<file path="src/rtl/rigid_body_drag_integrator_defines.svh">
`ifndef RIGID_BODY_DRAG_INTEGRATOR_DEFINES_SVH
`define RIGID_BODY_DRAG_INTEGRATOR_DEFINES_SVH

// same-cycle implication
`define RBDI_ASSERT_IMP(label, clk, rst_n, ante, cons) \
    label: assert property (@(posedge clk) disable iff (!rst_n) (ante) |-> (cons)) \
        else $error("rbdi assertion failed");

// next-cycle implication
`define RBDI_ASSERT_NXT(label, clk, rst_n, ante, cons) \
    label: assert property (@(posedge clk) disable iff (!rst_n) (ante) |=> (cons)) \
        else $error("rbdi assertion failed");

`endif

</file>
<file path="src/rtl/rbdi_pkg.sv">
package rbdi_pkg;

    typedef logic [1:0] t_axis;

    localparam t_axis AxisX = 2'd0;
    localparam t_axis AxisY = 2'd1;
    localparam t_axis AxisZ = 2'd2;

    localparam int unsigned DivSteps = 41;
    localparam logic [5:0]  DivLast  = 6'(DivSteps - 1);

    localparam logic [40:0] CapVal    = 41'h100_0000_0000;
    localparam logic [31:0] DeadZone  = 32'd655;
    localparam logic [30:0] MassReset = 31'd65536;
    localparam logic [30:0] DragReset = 31'd65536;

    localparam logic signed [42:0] SumMax = 43'sd2147483647;
    localparam logic signed [42:0] SumMin = -43'sd2147483648;

    typedef enum logic [0:0] {
        CFG_MASS = 1'b0,
        CFG_DRAG = 1'b1
    } t_cfg_idx;

    typedef struct packed {
        logic        [30:0] dt;
        logic signed [31:0] force_x;
        logic signed [31:0] force_y;
        logic signed [31:0] force_z;
    } t_in_req;

    typedef struct packed {
        logic signed [31:0] vel_x;
        logic signed [31:0] vel_y;
        logic signed [31:0] vel_z;
        logic signed [31:0] disp_x;
        logic signed [31:0] disp_y;
        logic signed [31:0] disp_z;
    } t_out_req;

    typedef enum logic [3:0] {
        DP_NOP      = 4'd0,
        DP_LOAD     = 4'd1,
        DP_SQ       = 4'd2,
        DP_SQ_CAP   = 4'd3,
        DP_ML_LO    = 4'd4,
        DP_ML_HI    = 4'd5,
        DP_ML_CAP   = 4'd6,
        DP_NET      = 4'd7,
        DP_DIV_INIT = 4'd8,
        DP_DIV_STEP = 4'd9,
        DP_DIV_END  = 4'd10,
        DP_VEL      = 4'd11,
        DP_DISP_MUL = 4'd12,
        DP_DISP     = 4'd13
    } t_dp_op;

    typedef struct packed {
        t_dp_op op;
        t_axis  axis;
        logic   use_dt;
        logic   capture;
        logic   publish;
    } t_dp_cmd;

endpackage

</file>
<file path="src/rtl/rbdi_ctrl.sv">
`include "rigid_body_drag_integrator_defines.svh"

module rbdi_ctrl (
    input  logic              i_clk,
    input  logic              i_rst_n,
    input  logic              i_in_valid,
    output logic              o_in_stall,
    output logic              o_out_valid,
    input  logic              i_out_stall,
    output rbdi_pkg::t_dp_cmd o_cmd
);

    typedef enum logic [17:0] {
        S_IDLE     = 18'h00001,
        S_LOAD     = 18'h00002,
        S_SQ       = 18'h00004,
        S_SQ_CAP   = 18'h00008,
        S_DRG_LO   = 18'h00010,
        S_DRG_HI   = 18'h00020,
        S_DRG_CAP  = 18'h00040,
        S_NET      = 18'h00080,
        S_DIV_INIT = 18'h00100,
        S_DIV_STEP = 18'h00200,
        S_DIV_END  = 18'h00400,
        S_DV_LO    = 18'h00800,
        S_DV_HI    = 18'h01000,
        S_DV_CAP   = 18'h02000,
        S_VEL      = 18'h04000,
        S_DISP_MUL = 18'h08000,
        S_DISP     = 18'h10000,
        S_DONE     = 18'h20000
    } t_state;

    t_state          r_state, n_state;
    rbdi_pkg::t_axis r_axis, n_axis;
    logic [5:0]      r_cnt, n_cnt;
    logic            r_out_valid, n_out_valid;

    logic w_in_accept;
    logic w_publish;

    assign w_in_accept = i_in_valid && (r_state == S_IDLE);
    assign w_publish   = (r_state == S_DONE) && (!r_out_valid || !i_out_stall);
    assign o_in_stall  = (r_state != S_IDLE);
    assign o_out_valid = r_out_valid;

    always_comb begin
        n_state = r_state;
        n_axis  = r_axis;
        n_cnt   = r_cnt;
        case (r_state)
            S_IDLE: begin
                if (w_in_accept) begin
                    n_state = S_LOAD;
                    n_axis  = rbdi_pkg::AxisX;
                end
            end
            S_LOAD:     n_state = S_SQ;
            S_SQ:       n_state = S_SQ_CAP;
            S_SQ_CAP:   n_state = S_DRG_LO;
            S_DRG_LO:   n_state = S_DRG_HI;
            S_DRG_HI:   n_state = S_DRG_CAP;
            S_DRG_CAP:  n_state = S_NET;
            S_NET:      n_state = S_DIV_INIT;
            S_DIV_INIT: begin
                n_state = S_DIV_STEP;
                n_cnt   = '0;
            end
            S_DIV_STEP: begin
                if (r_cnt == rbdi_pkg::DivLast) begin
                    n_state = S_DIV_END;
                end else begin
                    n_cnt = r_cnt + 6'd1;
                end
            end
            S_DIV_END:  n_state = S_DV_LO;
            S_DV_LO:    n_state = S_DV_HI;
            S_DV_HI:    n_state = S_DV_CAP;
            S_DV_CAP:   n_state = S_VEL;
            S_VEL:      n_state = S_DISP_MUL;
            S_DISP_MUL: n_state = S_DISP;
            S_DISP: begin
                if (r_axis == rbdi_pkg::AxisZ) begin
                    n_state = S_DONE;
                end else begin
                    n_state = S_LOAD;
                    n_axis  = r_axis + 2'd1;
                end
            end
            S_DONE: begin
                if (w_publish) begin
                    n_state = S_IDLE;
                end
            end
            default:    n_state = S_IDLE;
        endcase
    end

    always_comb begin
        if (w_publish) begin
            n_out_valid = 1'b1;
        end else if (!i_out_stall) begin
            n_out_valid = 1'b0;
        end else begin
            n_out_valid = r_out_valid;
        end
    end

    always_comb begin
        o_cmd.op      = rbdi_pkg::DP_NOP;
        o_cmd.axis    = r_axis;
        o_cmd.use_dt  = (r_state == S_DV_LO) || (r_state == S_DV_HI) || (r_state == S_DV_CAP);
        o_cmd.capture = w_in_accept;
        o_cmd.publish = w_publish;
        case (r_state)
            S_LOAD:             o_cmd.op = rbdi_pkg::DP_LOAD;
            S_SQ:               o_cmd.op = rbdi_pkg::DP_SQ;
            S_SQ_CAP:           o_cmd.op = rbdi_pkg::DP_SQ_CAP;
            S_DRG_LO, S_DV_LO:  o_cmd.op = rbdi_pkg::DP_ML_LO;
            S_DRG_HI, S_DV_HI:  o_cmd.op = rbdi_pkg::DP_ML_HI;
            S_DRG_CAP, S_DV_CAP: o_cmd.op = rbdi_pkg::DP_ML_CAP;
            S_NET:              o_cmd.op = rbdi_pkg::DP_NET;
            S_DIV_INIT:         o_cmd.op = rbdi_pkg::DP_DIV_INIT;
            S_DIV_STEP:         o_cmd.op = rbdi_pkg::DP_DIV_STEP;
            S_DIV_END:          o_cmd.op = rbdi_pkg::DP_DIV_END;
            S_VEL:              o_cmd.op = rbdi_pkg::DP_VEL;
            S_DISP_MUL:         o_cmd.op = rbdi_pkg::DP_DISP_MUL;
            S_DISP:             o_cmd.op = rbdi_pkg::DP_DISP;
            default:            o_cmd.op = rbdi_pkg::DP_NOP;
        endcase
    end

    always_ff @(posedge i_clk) begin
        if (!i_rst_n) begin
            r_state     <= S_IDLE;
            r_axis      <= rbdi_pkg::AxisX;
            r_cnt       <= '0;
            r_out_valid <= 1'b0;
        end else begin
            r_state     <= n_state;
            r_axis      <= n_axis;
            r_cnt       <= n_cnt;
            r_out_valid <= n_out_valid;
        end
    end

    `RBDI_ASSERT_IMP(a_axis_range, i_clk, i_rst_n, 1'b1, r_axis == rbdi_pkg::AxisX || r_axis == rbdi_pkg::AxisY || r_axis == rbdi_pkg::AxisZ)
    `RBDI_ASSERT_NXT(a_accept_starts_x, i_clk, i_rst_n, w_in_accept, r_state == S_LOAD && r_axis == rbdi_pkg::AxisX)
    `RBDI_ASSERT_IMP(a_done_after_z, i_clk, i_rst_n, r_state == S_DONE, r_axis == rbdi_pkg::AxisZ)
    `RBDI_ASSERT_IMP(a_div_count, i_clk, i_rst_n, r_state == S_DIV_STEP, r_cnt <= rbdi_pkg::DivLast)
    `RBDI_ASSERT_IMP(a_valid_from_done, i_clk, i_rst_n, $rose(r_out_valid), $past(r_state) == S_DONE)

endmodule

</file>
<file path="src/rtl/rbdi_dp.sv">
`include "rigid_body_drag_integrator_defines.svh"

module rbdi_dp (
    input  logic               i_clk,
    input  logic               i_rst_n,
    input  rbdi_pkg::t_dp_cmd  i_cmd,
    input  rbdi_pkg::t_in_req  i_in_req,
    output rbdi_pkg::t_out_req o_out_req,
    input  logic               i_cfg_valid,
    input  rbdi_pkg::t_cfg_idx i_cfg_index,
    input  logic [31:0]        i_cfg_data
);

    logic [30:0]        r_mass, n_mass;
    logic [30:0]        r_drag, n_drag;
    logic signed [31:0] r_vel_x, n_vel_x;
    logic signed [31:0] r_vel_y, n_vel_y;
    logic signed [31:0] r_vel_z, n_vel_z;

    rbdi_pkg::t_in_req  r_in, n_in;
    logic signed [31:0] r_v, n_v;
    logic signed [31:0] r_f, n_f;
    logic signed [31:0] r_nv, n_nv;
    logic [63:0]        r_prod, n_prod;
    logic [47:0]        r_acc, n_acc;
    logic [40:0]        r_a, n_a;
    logic [40:0]        r_q, n_q;
    logic [30:0]        r_rem, n_rem;
    logic               r_neg, n_neg;
    logic               r_ovf, n_ovf;
    rbdi_pkg::t_out_req r_res, n_res;
    rbdi_pkg::t_out_req r_out, n_out;

    logic [30:0]        w_div;
    logic [30:0]        w_b;
    logic [31:0]        w_vm;
    logic [31:0]        w_nvm;
    logic [31:0]        w_mul_a;
    logic [31:0]        w_mul_b;
    logic [63:0]        w_prod;
    logic signed [31:0] w_vel_sel;
    logic signed [31:0] w_force_sel;
    logic [40:0]        w_sq_cap;
    logic [48:0]        w_ml_sum;
    logic [40:0]        w_ml_cap;
    logic [42:0]        w_dm;
    logic signed [42:0] w_drag;
    logic signed [42:0] w_net;
    logic [42:0]        w_nm;
    logic [40:0]        w_nm_cap;
    logic [15:0]        w_rem_init;
    logic [31:0]        w_t;
    logic [31:0]        w_sub;
    logic               w_ge;
    logic [40:0]        w_q_cap;
    logic signed [42:0] w_dv;
    logic signed [42:0] w_sum;
    logic signed [31:0] w_sat;
    logic [31:0]        w_sat_mag;
    logic signed [31:0] w_new_v;
    logic [46:0]        w_pm;
    logic signed [31:0] w_disp;

    assign o_out_req = r_out;

    // zero mass divides by one
    assign w_div = (r_mass == '0) ? 31'd1 : r_mass;
    assign w_b   = i_cmd.use_dt ? r_in.dt : r_drag;
    assign w_vm  = r_v[31] ? (32'd0 - $unsigned(r_v)) : $unsigned(r_v);
    assign w_nvm = r_nv[31] ? (32'd0 - $unsigned(r_nv)) : $unsigned(r_nv);

    always_comb begin
        case (i_cmd.axis)
            rbdi_pkg::AxisY: begin
                w_vel_sel   = r_vel_y;
                w_force_sel = r_in.force_y;
            end
            rbdi_pkg::AxisZ: begin
                w_vel_sel   = r_vel_z;
                w_force_sel = r_in.force_z;
            end
            default: begin
                w_vel_sel   = r_vel_x;
                w_force_sel = r_in.force_x;
            end
        endcase
    end

    // shared multiplier
    always_comb begin
        case (i_cmd.op)
            rbdi_pkg::DP_SQ: begin
                w_mul_a = w_vm;
                w_mul_b = w_vm;
            end
            rbdi_pkg::DP_ML_LO: begin
                w_mul_a = r_a[31:0];
                w_mul_b = {1'b0, w_b};
            end
            rbdi_pkg::DP_ML_HI: begin
                w_mul_a = {23'd0, r_a[40:32]};
                w_mul_b = {1'b0, w_b};
            end
            rbdi_pkg::DP_DISP_MUL: begin
                w_mul_a = w_nvm;
                w_mul_b = {1'b0, r_in.dt};
            end
            default: begin
                w_mul_a = '0;
                w_mul_b = '0;
            end
        endcase
    end

    assign w_prod = w_mul_a * w_mul_b;

    assign w_sq_cap = (r_prod[63:16] > {7'd0, rbdi_pkg::CapVal}) ? rbdi_pkg::CapVal
                                                                : r_prod[56:16];

    // hi partial product in r_prod, shifted lo partial product in r_acc
    assign w_ml_sum = {8'd0, r_prod[24:0], 16'd0} + {1'b0, r_acc};
    assign w_ml_cap = ((r_prod[39:25] != '0) || (w_ml_sum > {8'd0, rbdi_pkg::CapVal}))
                      ? rbdi_pkg::CapVal : w_ml_sum[40:0];

    assign w_dm     = {2'b00, r_a};
    assign w_drag   = r_v[31] ? $signed(43'd0 - w_dm) : $signed(w_dm);
    assign w_net    = $signed({{11{r_f[31]}}, r_f}) - w_drag;
    assign w_nm     = w_net[42] ? (43'd0 - $unsigned(w_net)) : $unsigned(w_net);
    assign w_nm_cap = (w_nm > {2'd0, rbdi_pkg::CapVal}) ? rbdi_pkg::CapVal : w_nm[40:0];

    // restoring divider, one quotient bit per step
    assign w_rem_init = r_a[40:25];
    assign w_t        = {r_rem, r_q[40]};
    assign w_ge       = (w_t >= {1'b0, w_div});
    assign w_sub      = w_t - {1'b0, w_div};
    assign w_q_cap    = (r_ovf || (r_q > rbdi_pkg::CapVal)) ? rbdi_pkg::CapVal : r_q;

    assign w_dv  = r_neg ? $signed(43'd0 - {2'b00, r_a}) : $signed({2'b00, r_a});
    assign w_sum = $signed({{11{r_v[31]}}, r_v}) + w_dv;

    always_comb begin
        if (w_sum > rbdi_pkg::SumMax) begin
            w_sat = 32'sh7FFF_FFFF;
        end else if (w_sum < rbdi_pkg::SumMin) begin
            w_sat = 32'sh8000_0000;
        end else begin
            w_sat = w_sum[31:0];
        end
    end

    assign w_sat_mag = w_sat[31] ? (32'd0 - $unsigned(w_sat)) : $unsigned(w_sat);
    assign w_new_v   = (w_sat_mag <= rbdi_pkg::DeadZone) ? 32'sd0 : w_sat;

    assign w_pm = r_prod[62:16];

    always_comb begin
        if (r_nv[31]) begin
            if (w_pm > 47'h0000_8000_0000) begin
                w_disp = 32'sh8000_0000;
            end else begin
                w_disp = $signed(32'd0 - w_pm[31:0]);
            end
        end else begin
            if (w_pm > 47'h0000_7FFF_FFFF) begin
                w_disp = 32'sh7FFF_FFFF;
            end else begin
                w_disp = $signed(w_pm[31:0]);
            end
        end
    end

    always_comb begin
        n_mass  = r_mass;
        n_drag  = r_drag;
        n_vel_x = r_vel_x;
        n_vel_y = r_vel_y;
        n_vel_z = r_vel_z;
        n_in    = r_in;
        n_v     = r_v;
        n_f     = r_f;
        n_nv    = r_nv;
        n_prod  = r_prod;
        n_acc   = r_acc;
        n_a     = r_a;
        n_q     = r_q;
        n_rem   = r_rem;
        n_neg   = r_neg;
        n_ovf   = r_ovf;
        n_res   = r_res;
        n_out   = r_out;

        if (i_cfg_valid) begin
            case (i_cfg_index)
                rbdi_pkg::CFG_MASS: n_mass = i_cfg_data[30:0];
                rbdi_pkg::CFG_DRAG: n_drag = i_cfg_data[30:0];
                default: ;
            endcase
        end

        if (i_cmd.capture) begin
            n_in = i_in_req;
        end

        if (i_cmd.publish) begin
            n_out = r_res;
        end

        case (i_cmd.op)
            rbdi_pkg::DP_LOAD: begin
                n_v = w_vel_sel;
                n_f = w_force_sel;
            end
            rbdi_pkg::DP_SQ, rbdi_pkg::DP_ML_LO, rbdi_pkg::DP_DISP_MUL: begin
                n_prod = w_prod;
            end
            rbdi_pkg::DP_SQ_CAP: begin
                n_a = w_sq_cap;
            end
            rbdi_pkg::DP_ML_HI: begin
                n_acc  = r_prod[63:16];
                n_prod = w_prod;
            end
            rbdi_pkg::DP_ML_CAP: begin
                n_a = w_ml_cap;
            end
            rbdi_pkg::DP_NET: begin
                n_a   = w_nm_cap;
                n_neg = w_net[42];
            end
            rbdi_pkg::DP_DIV_INIT: begin
                n_rem = {15'd0, w_rem_init};
                n_q   = {r_a[24:0], 16'd0};
                n_ovf = ({15'd0, w_rem_init} >= w_div);
            end
            rbdi_pkg::DP_DIV_STEP: begin
                n_rem = w_ge ? w_sub[30:0] : w_t[30:0];
                n_q   = {r_q[39:0], w_ge};
            end
            rbdi_pkg::DP_DIV_END: begin
                n_a = w_q_cap;
            end
            rbdi_pkg::DP_VEL: begin
                n_nv = w_new_v;
                case (i_cmd.axis)
                    rbdi_pkg::AxisX: begin
                        n_vel_x     = w_new_v;
                        n_res.vel_x = w_new_v;
                    end
                    rbdi_pkg::AxisY: begin
                        n_vel_y     = w_new_v;
                        n_res.vel_y = w_new_v;
                    end
                    rbdi_pkg::AxisZ: begin
                        n_vel_z     = w_new_v;
                        n_res.vel_z = w_new_v;
                    end
                    default: ;
                endcase
            end
            rbdi_pkg::DP_DISP: begin
                case (i_cmd.axis)
                    rbdi_pkg::AxisX: n_res.disp_x = w_disp;
                    rbdi_pkg::AxisY: n_res.disp_y = w_disp;
                    rbdi_pkg::AxisZ: n_res.disp_z = w_disp;
                    default: ;
                endcase
            end
            default: ;
        endcase
    end

    always_ff @(posedge i_clk) begin
        if (!i_rst_n) begin
            r_mass  <= rbdi_pkg::MassReset;
            r_drag  <= rbdi_pkg::DragReset;
            r_vel_x <= '0;
            r_vel_y <= '0;
            r_vel_z <= '0;
        end else begin
            r_mass  <= n_mass;
            r_drag  <= n_drag;
            r_vel_x <= n_vel_x;
            r_vel_y <= n_vel_y;
            r_vel_z <= n_vel_z;
        end
    end

    always_ff @(posedge i_clk) begin
        r_in   <= n_in;
        r_v    <= n_v;
        r_f    <= n_f;
        r_nv   <= n_nv;
        r_prod <= n_prod;
        r_acc  <= n_acc;
        r_a    <= n_a;
        r_q    <= n_q;
        r_rem  <= n_rem;
        r_neg  <= n_neg;
        r_ovf  <= n_ovf;
        r_res  <= n_res;
        r_out  <= n_out;
    end

    `RBDI_ASSERT_NXT(a_dead_zone, i_clk, i_rst_n, i_cmd.op == rbdi_pkg::DP_VEL, r_nv == 32'sd0 || w_nvm > rbdi_pkg::DeadZone)

endmodule

</file>
<file path="src/rtl/rigid_body_drag_integrator.sv">
// channel   direction  handshake              payload
// in        input      i_in_valid/o_in_stall  i_in_req   (dt, force_x/y/z)
// out       output     o_out_valid/i_out_stall o_out_req (vel_x/y/z, disp_x/y/z)
// cfg       input      i_cfg_valid/o_cfg_ready i_cfg_index, i_cfg_data
//
// one item at a time: three axes in turn, plus accept and hand-off; no new item is accepted until the last is published
// each axis passes through the one-bit-per-cycle divider, with the shared multiplier used before and after it
// synchronous active-low reset zeroes the stored velocity and restores mass and drag to 1.0
// a stalled result holds in the output register while the next item is accepted

module rigid_body_drag_integrator (
    input  logic               i_clk,
    input  logic               i_rst_n,
    input  logic               i_in_valid,
    output logic               o_in_stall,
    input  rbdi_pkg::t_in_req  i_in_req,
    output logic               o_out_valid,
    input  logic               i_out_stall,
    output rbdi_pkg::t_out_req o_out_req,
    input  logic               i_cfg_valid,
    output logic               o_cfg_ready,
    input  rbdi_pkg::t_cfg_idx i_cfg_index,
    input  logic [31:0]        i_cfg_data
);

    rbdi_pkg::t_dp_cmd w_cmd;

    assign o_cfg_ready = 1'b1;

    rbdi_ctrl u_ctrl (
        .i_clk       (i_clk),
        .i_rst_n     (i_rst_n),
        .i_in_valid  (i_in_valid),
        .o_in_stall  (o_in_stall),
        .o_out_valid (o_out_valid),
        .i_out_stall (i_out_stall),
        .o_cmd       (w_cmd)
    );

    rbdi_dp u_dp (
        .i_clk       (i_clk),
        .i_rst_n     (i_rst_n),
        .i_cmd       (w_cmd),
        .i_in_req    (i_in_req),
        .o_out_req   (o_out_req),
        .i_cfg_valid (i_cfg_valid),
        .i_cfg_index (i_cfg_index),
        .i_cfg_data  (i_cfg_data)
    );

endmodule

</file>
<file path="config.mk">
export PLATFORM = sky130hd
export DESIGN_NAME = rigid_body_drag_integrator
export DESIGN_NICKNAME = d
export VERILOG_FILES = /design/src/rtl/rbdi_pkg.sv /design/src/rtl/rbdi_ctrl.sv /design/src/rtl/rbdi_dp.sv /design/src/rtl/rigid_body_drag_integrator.sv
export VERILOG_INCLUDE_DIRS = /design/src /design/src/rtl
export SDC_FILE = /design/constraint.sdc
export NUM_CORES = 2
export LEC_CHECK = 0
export BUFFER_PORTS_ARGS = -buffer_cell sky130_fd_sc_hd__buf_4
export CAP_MARGIN = 40
export CORE_MARGIN = 3
export CORE_UTILIZATION = 64
export CTS_BUF_LIST = sky130_fd_sc_hd__clkbuf_16
export DETAILED_ROUTE_END_ITERATION = 8
export PLACE_DENSITY = 0.8
export SETUP_SLACK_MARGIN = 0.02
export SYNTH_ARGS = -nofsm -noshare
export SYNTH_HDL_FRONTEND = slang
export SYNTH_HIERARCHICAL = 1
export SYNTH_SLANG_ARGS = --single-unit
</file>
<file path="constraint.sdc">
create_clock -name i_clk -period 15.8 [get_ports i_clk]
set_clock_uncertainty 0.2 [all_clocks]
set_input_delay 0.79 -clock i_clk [delete_from_list [all_inputs] [get_ports i_clk]]
set_output_delay 0.79 -clock i_clk [all_outputs]
set_load 0.005 [all_outputs]
</file>
==> results.yml <==
synthesis:
  ys.flop_type: "edfxtp_1"
  ys_seq_elements: 1019
  synth_warnings: 6
  synth-async-reset-ratio_pct: 0
  syn_area_um2: 83750
  ys_types: 102
  syn_area_per_cell_um2: 9.841
  yosysSeqAreaShare_pct: 34.33
  synth_edf_count: 834
  netlist_instances: 8510
cells_and_area:
  nNetsFinal: 10330
  final_util_pct: 71.83
  final_common_cell: "inv_1"
  drive_gt1_share_pct: 9.984
  mostFrequentLayoutCells: "inv_1, nand2_1, fa_1"
  area_delta_synth_final_pct: 11.20
timing:
  setup-tns-final_ns: 0
  fin_ws_ns: 1.165
  worst_slew_pin_slew_ns: 1.132
  post-route-period-util_pct: 92.63
  rsz0062_at_grt: "false"
  fmax_ghz: 0.06833
  finalHoldViolCount: 0
  fin_crit_ns: 14.63
  slew_headroom_pct: 24.56
  drv_slew: 0
  setup_viol: 0
clock_tree:
  clock_latency_ns: 0.75
  postCtsSetupRepairBufs: 0
  htreeDepth: 3
  clkTransAtPathRegs_ns: 0.07
  root_buffer: "clkbuf_16"
  cts_resized: 0
  clock_path_buffers: 3
  cts_tree: "built"
  cts_buffers: 100
  cts_sinks: 1019
global_routing:
  grt_overflow: 0
  gr-usage-met3_pct: 16.20
  grt_antenna_before_repair: 12
  grt_usage_pct: 43.86
  grt_use_met1_pct: 56.44
  grt_pass1_wl_mm: 437.2
  busiest_layer: "met2"
  met2_usage_pct: 64.41
  grt_max_degree: 94
  grt_pass1_vias: 68660
setup_path:
  cpMostUsedCell: "or4_1"
  slowest_stage: "nor4_1"
  slowest_delay_ns: 0.74
  required_ns: 15.94
  startpoint_type: "flip-flop"
  worstSetupEndpointType: "flip-flop"
  worstPathArrival_ns: 14.77
  path_max_fanout: 32
  ff2ff_path_depth: 40
  crit_type: "reg2reg"
min_path:
  hold_path_class: "in2reg"
  hold_depth: 1
floorplanning:
  die_h_um: 367.7
  core_area_um2: 129600
  rows: 132
  num_io_pins: 360
  start_util_pct: 64.59
  die_w_um: 367.7
  die_area_um2: 135200
route:
  routedWlPerCell_um: 27.96
  vias_per_cell: 6.537
  dr.pass1.iters: 7
  route.vias.total: 69640
  drtAntennaViolNets: 0
  drcViolationCount: 0
  routed_wl_mm: 297.8
  drtIter0Drc: 9554
place:
  hpwl_mm: 229.9
  io_buffer_count: 357
  place_congestion: 1.068
  dp_slack_ns: 1.614
status:
  status: "completed"
power_and_ir_drop:
  p_per_area_nw_per_um2: 66.51
  p_leak_nw: 38.99
  ir_drop_v: 0.0001281
job:
  drv_cap: 0
[where the power goes]
group / switching [mW] / total [mW] / internal, mW / leakage (nW)
clock network: 1.07 / 2.48 / 1.41 / 1.71
logic: 0.446 / 0.669 / 0.223 / 28.3
registers: 0.0794 / 3.04 / 2.96 / 8.94
[logic make-up after synthesis]
group           count (synthesis)  share of synthesized area [%]
mux                            49                         0.5901
compound gates               1455                          11.49
fa+ha+maj                    1342                          28.12
other cells                     3                        0.01345
xor+xnor                      356                          3.723
flops                        1019                          34.33
buf+inv                      1526                          6.946
simple gates                 2760                          14.79
[worst max-delay path, delay by kind of cell (launching register included)]
kind / cells / cell delay [ns]
multiplexers: 1 / 0.16
AO/OA/AOI/OAI: 5 / 1.37
buffers and inverters: 2 / 0.66
adder cells (fa/ha/maj): 2 / 1.01
XOR/XNOR: 1 / 0.13
AND/OR/NAND/NOR: 29 / 10.03
flip-flops: 1 / 0.62
[stage by stage]
stage,cells,total power [mW],hold WS [ns],cell area [um2]
2_1_floorplan,8523,3.441,0.2003,83790
3_3_place_gp,10390,3.697,0.2004,88800
3_5_place_dp,10420,3.718,0.2045,89270
4_1_cts,10630,6.167,0.0001208,92980
5_1_grt,10650,6.356,0.007653,93110
6_report,10650,6.194,0.02822,93120
[layout make-up]
class,instances,area (um2)
inverters,1111,4175
clock inverters,83,874.6
well taps,1742,2180
clock buffers,103,2577
flip-flops and latches,1019,28750
diodes,6,15.01
repair buffers,610,4887
fillers,9278,36530
multi-input cells,5978,49670
[timing repair]
action / in CTS / in global routing
hold endpoints to repair: 26 / 0
setup endpoints to repair: 0 / 0
hold buffers: 26 / 0
[synthesized netlist by cell type (all sizes together) (41+ instances only)]
cell	number	share of area, %
a211oi	51	0.46
a21o	105	0.94
a21oi	381	2.3
a22oi	72	0.65
a31oi	41	0.32
and2	79	0.59
and3	43	0.32
buf	66	0.40
clkbuf	349	1.6
dfxtp	185	4.4
edfxtp	834	30
fa	900	22
ha	442	6.6
inv	1110	5.0
mux2i	46	0.55
nand2	1116	5.0
nand2b	51	0.38
nand3	94	0.56
nand4	73	0.56
nor2	865	3.9
nor3	108	0.69
nor4	86	0.72
o21ai	330	2.0
or3	85	0.63
xnor2	196	2.0
xor2	160	1.7
[layer usage]
layer	wire length [um]	up-vias	part of all wire, %
li1	-	29290	-
met1	106400	33980	36
met2	125900	5118	42
met3	43940	1228	15
met4	21470	12	7.2
met5	84	-	0.028
[final timing paths]
kind                        start             endpoint  slack, ns
setup / recovery      u_dp/r_a[2]        u_dp/r_nv[18]       1.17
setup reg to reg      u_dp/r_a[2]        u_dp/r_nv[18]       1.17
hold / removal        i_in_req[3]         u_dp/r_in[3]       0.03
hold reg to reg   u_dp/r_res[168]  u_dp/o_out_req[168]       0.19
[flip-flops by register name, indices dropped and copies added (netlist names), 41 cells and up]
| register | cells |
|---|---|
| u_dp/o_out_req | 192 |
| u_dp/r_a | 41 |
| u_dp/r_acc | 48 |
| u_dp/r_in | 127 |
| u_dp/r_prod | 64 |
| u_dp/r_q | 41 |
| u_dp/r_res | 192 |
Note: power is estimated with default switching activity, not from simulation.
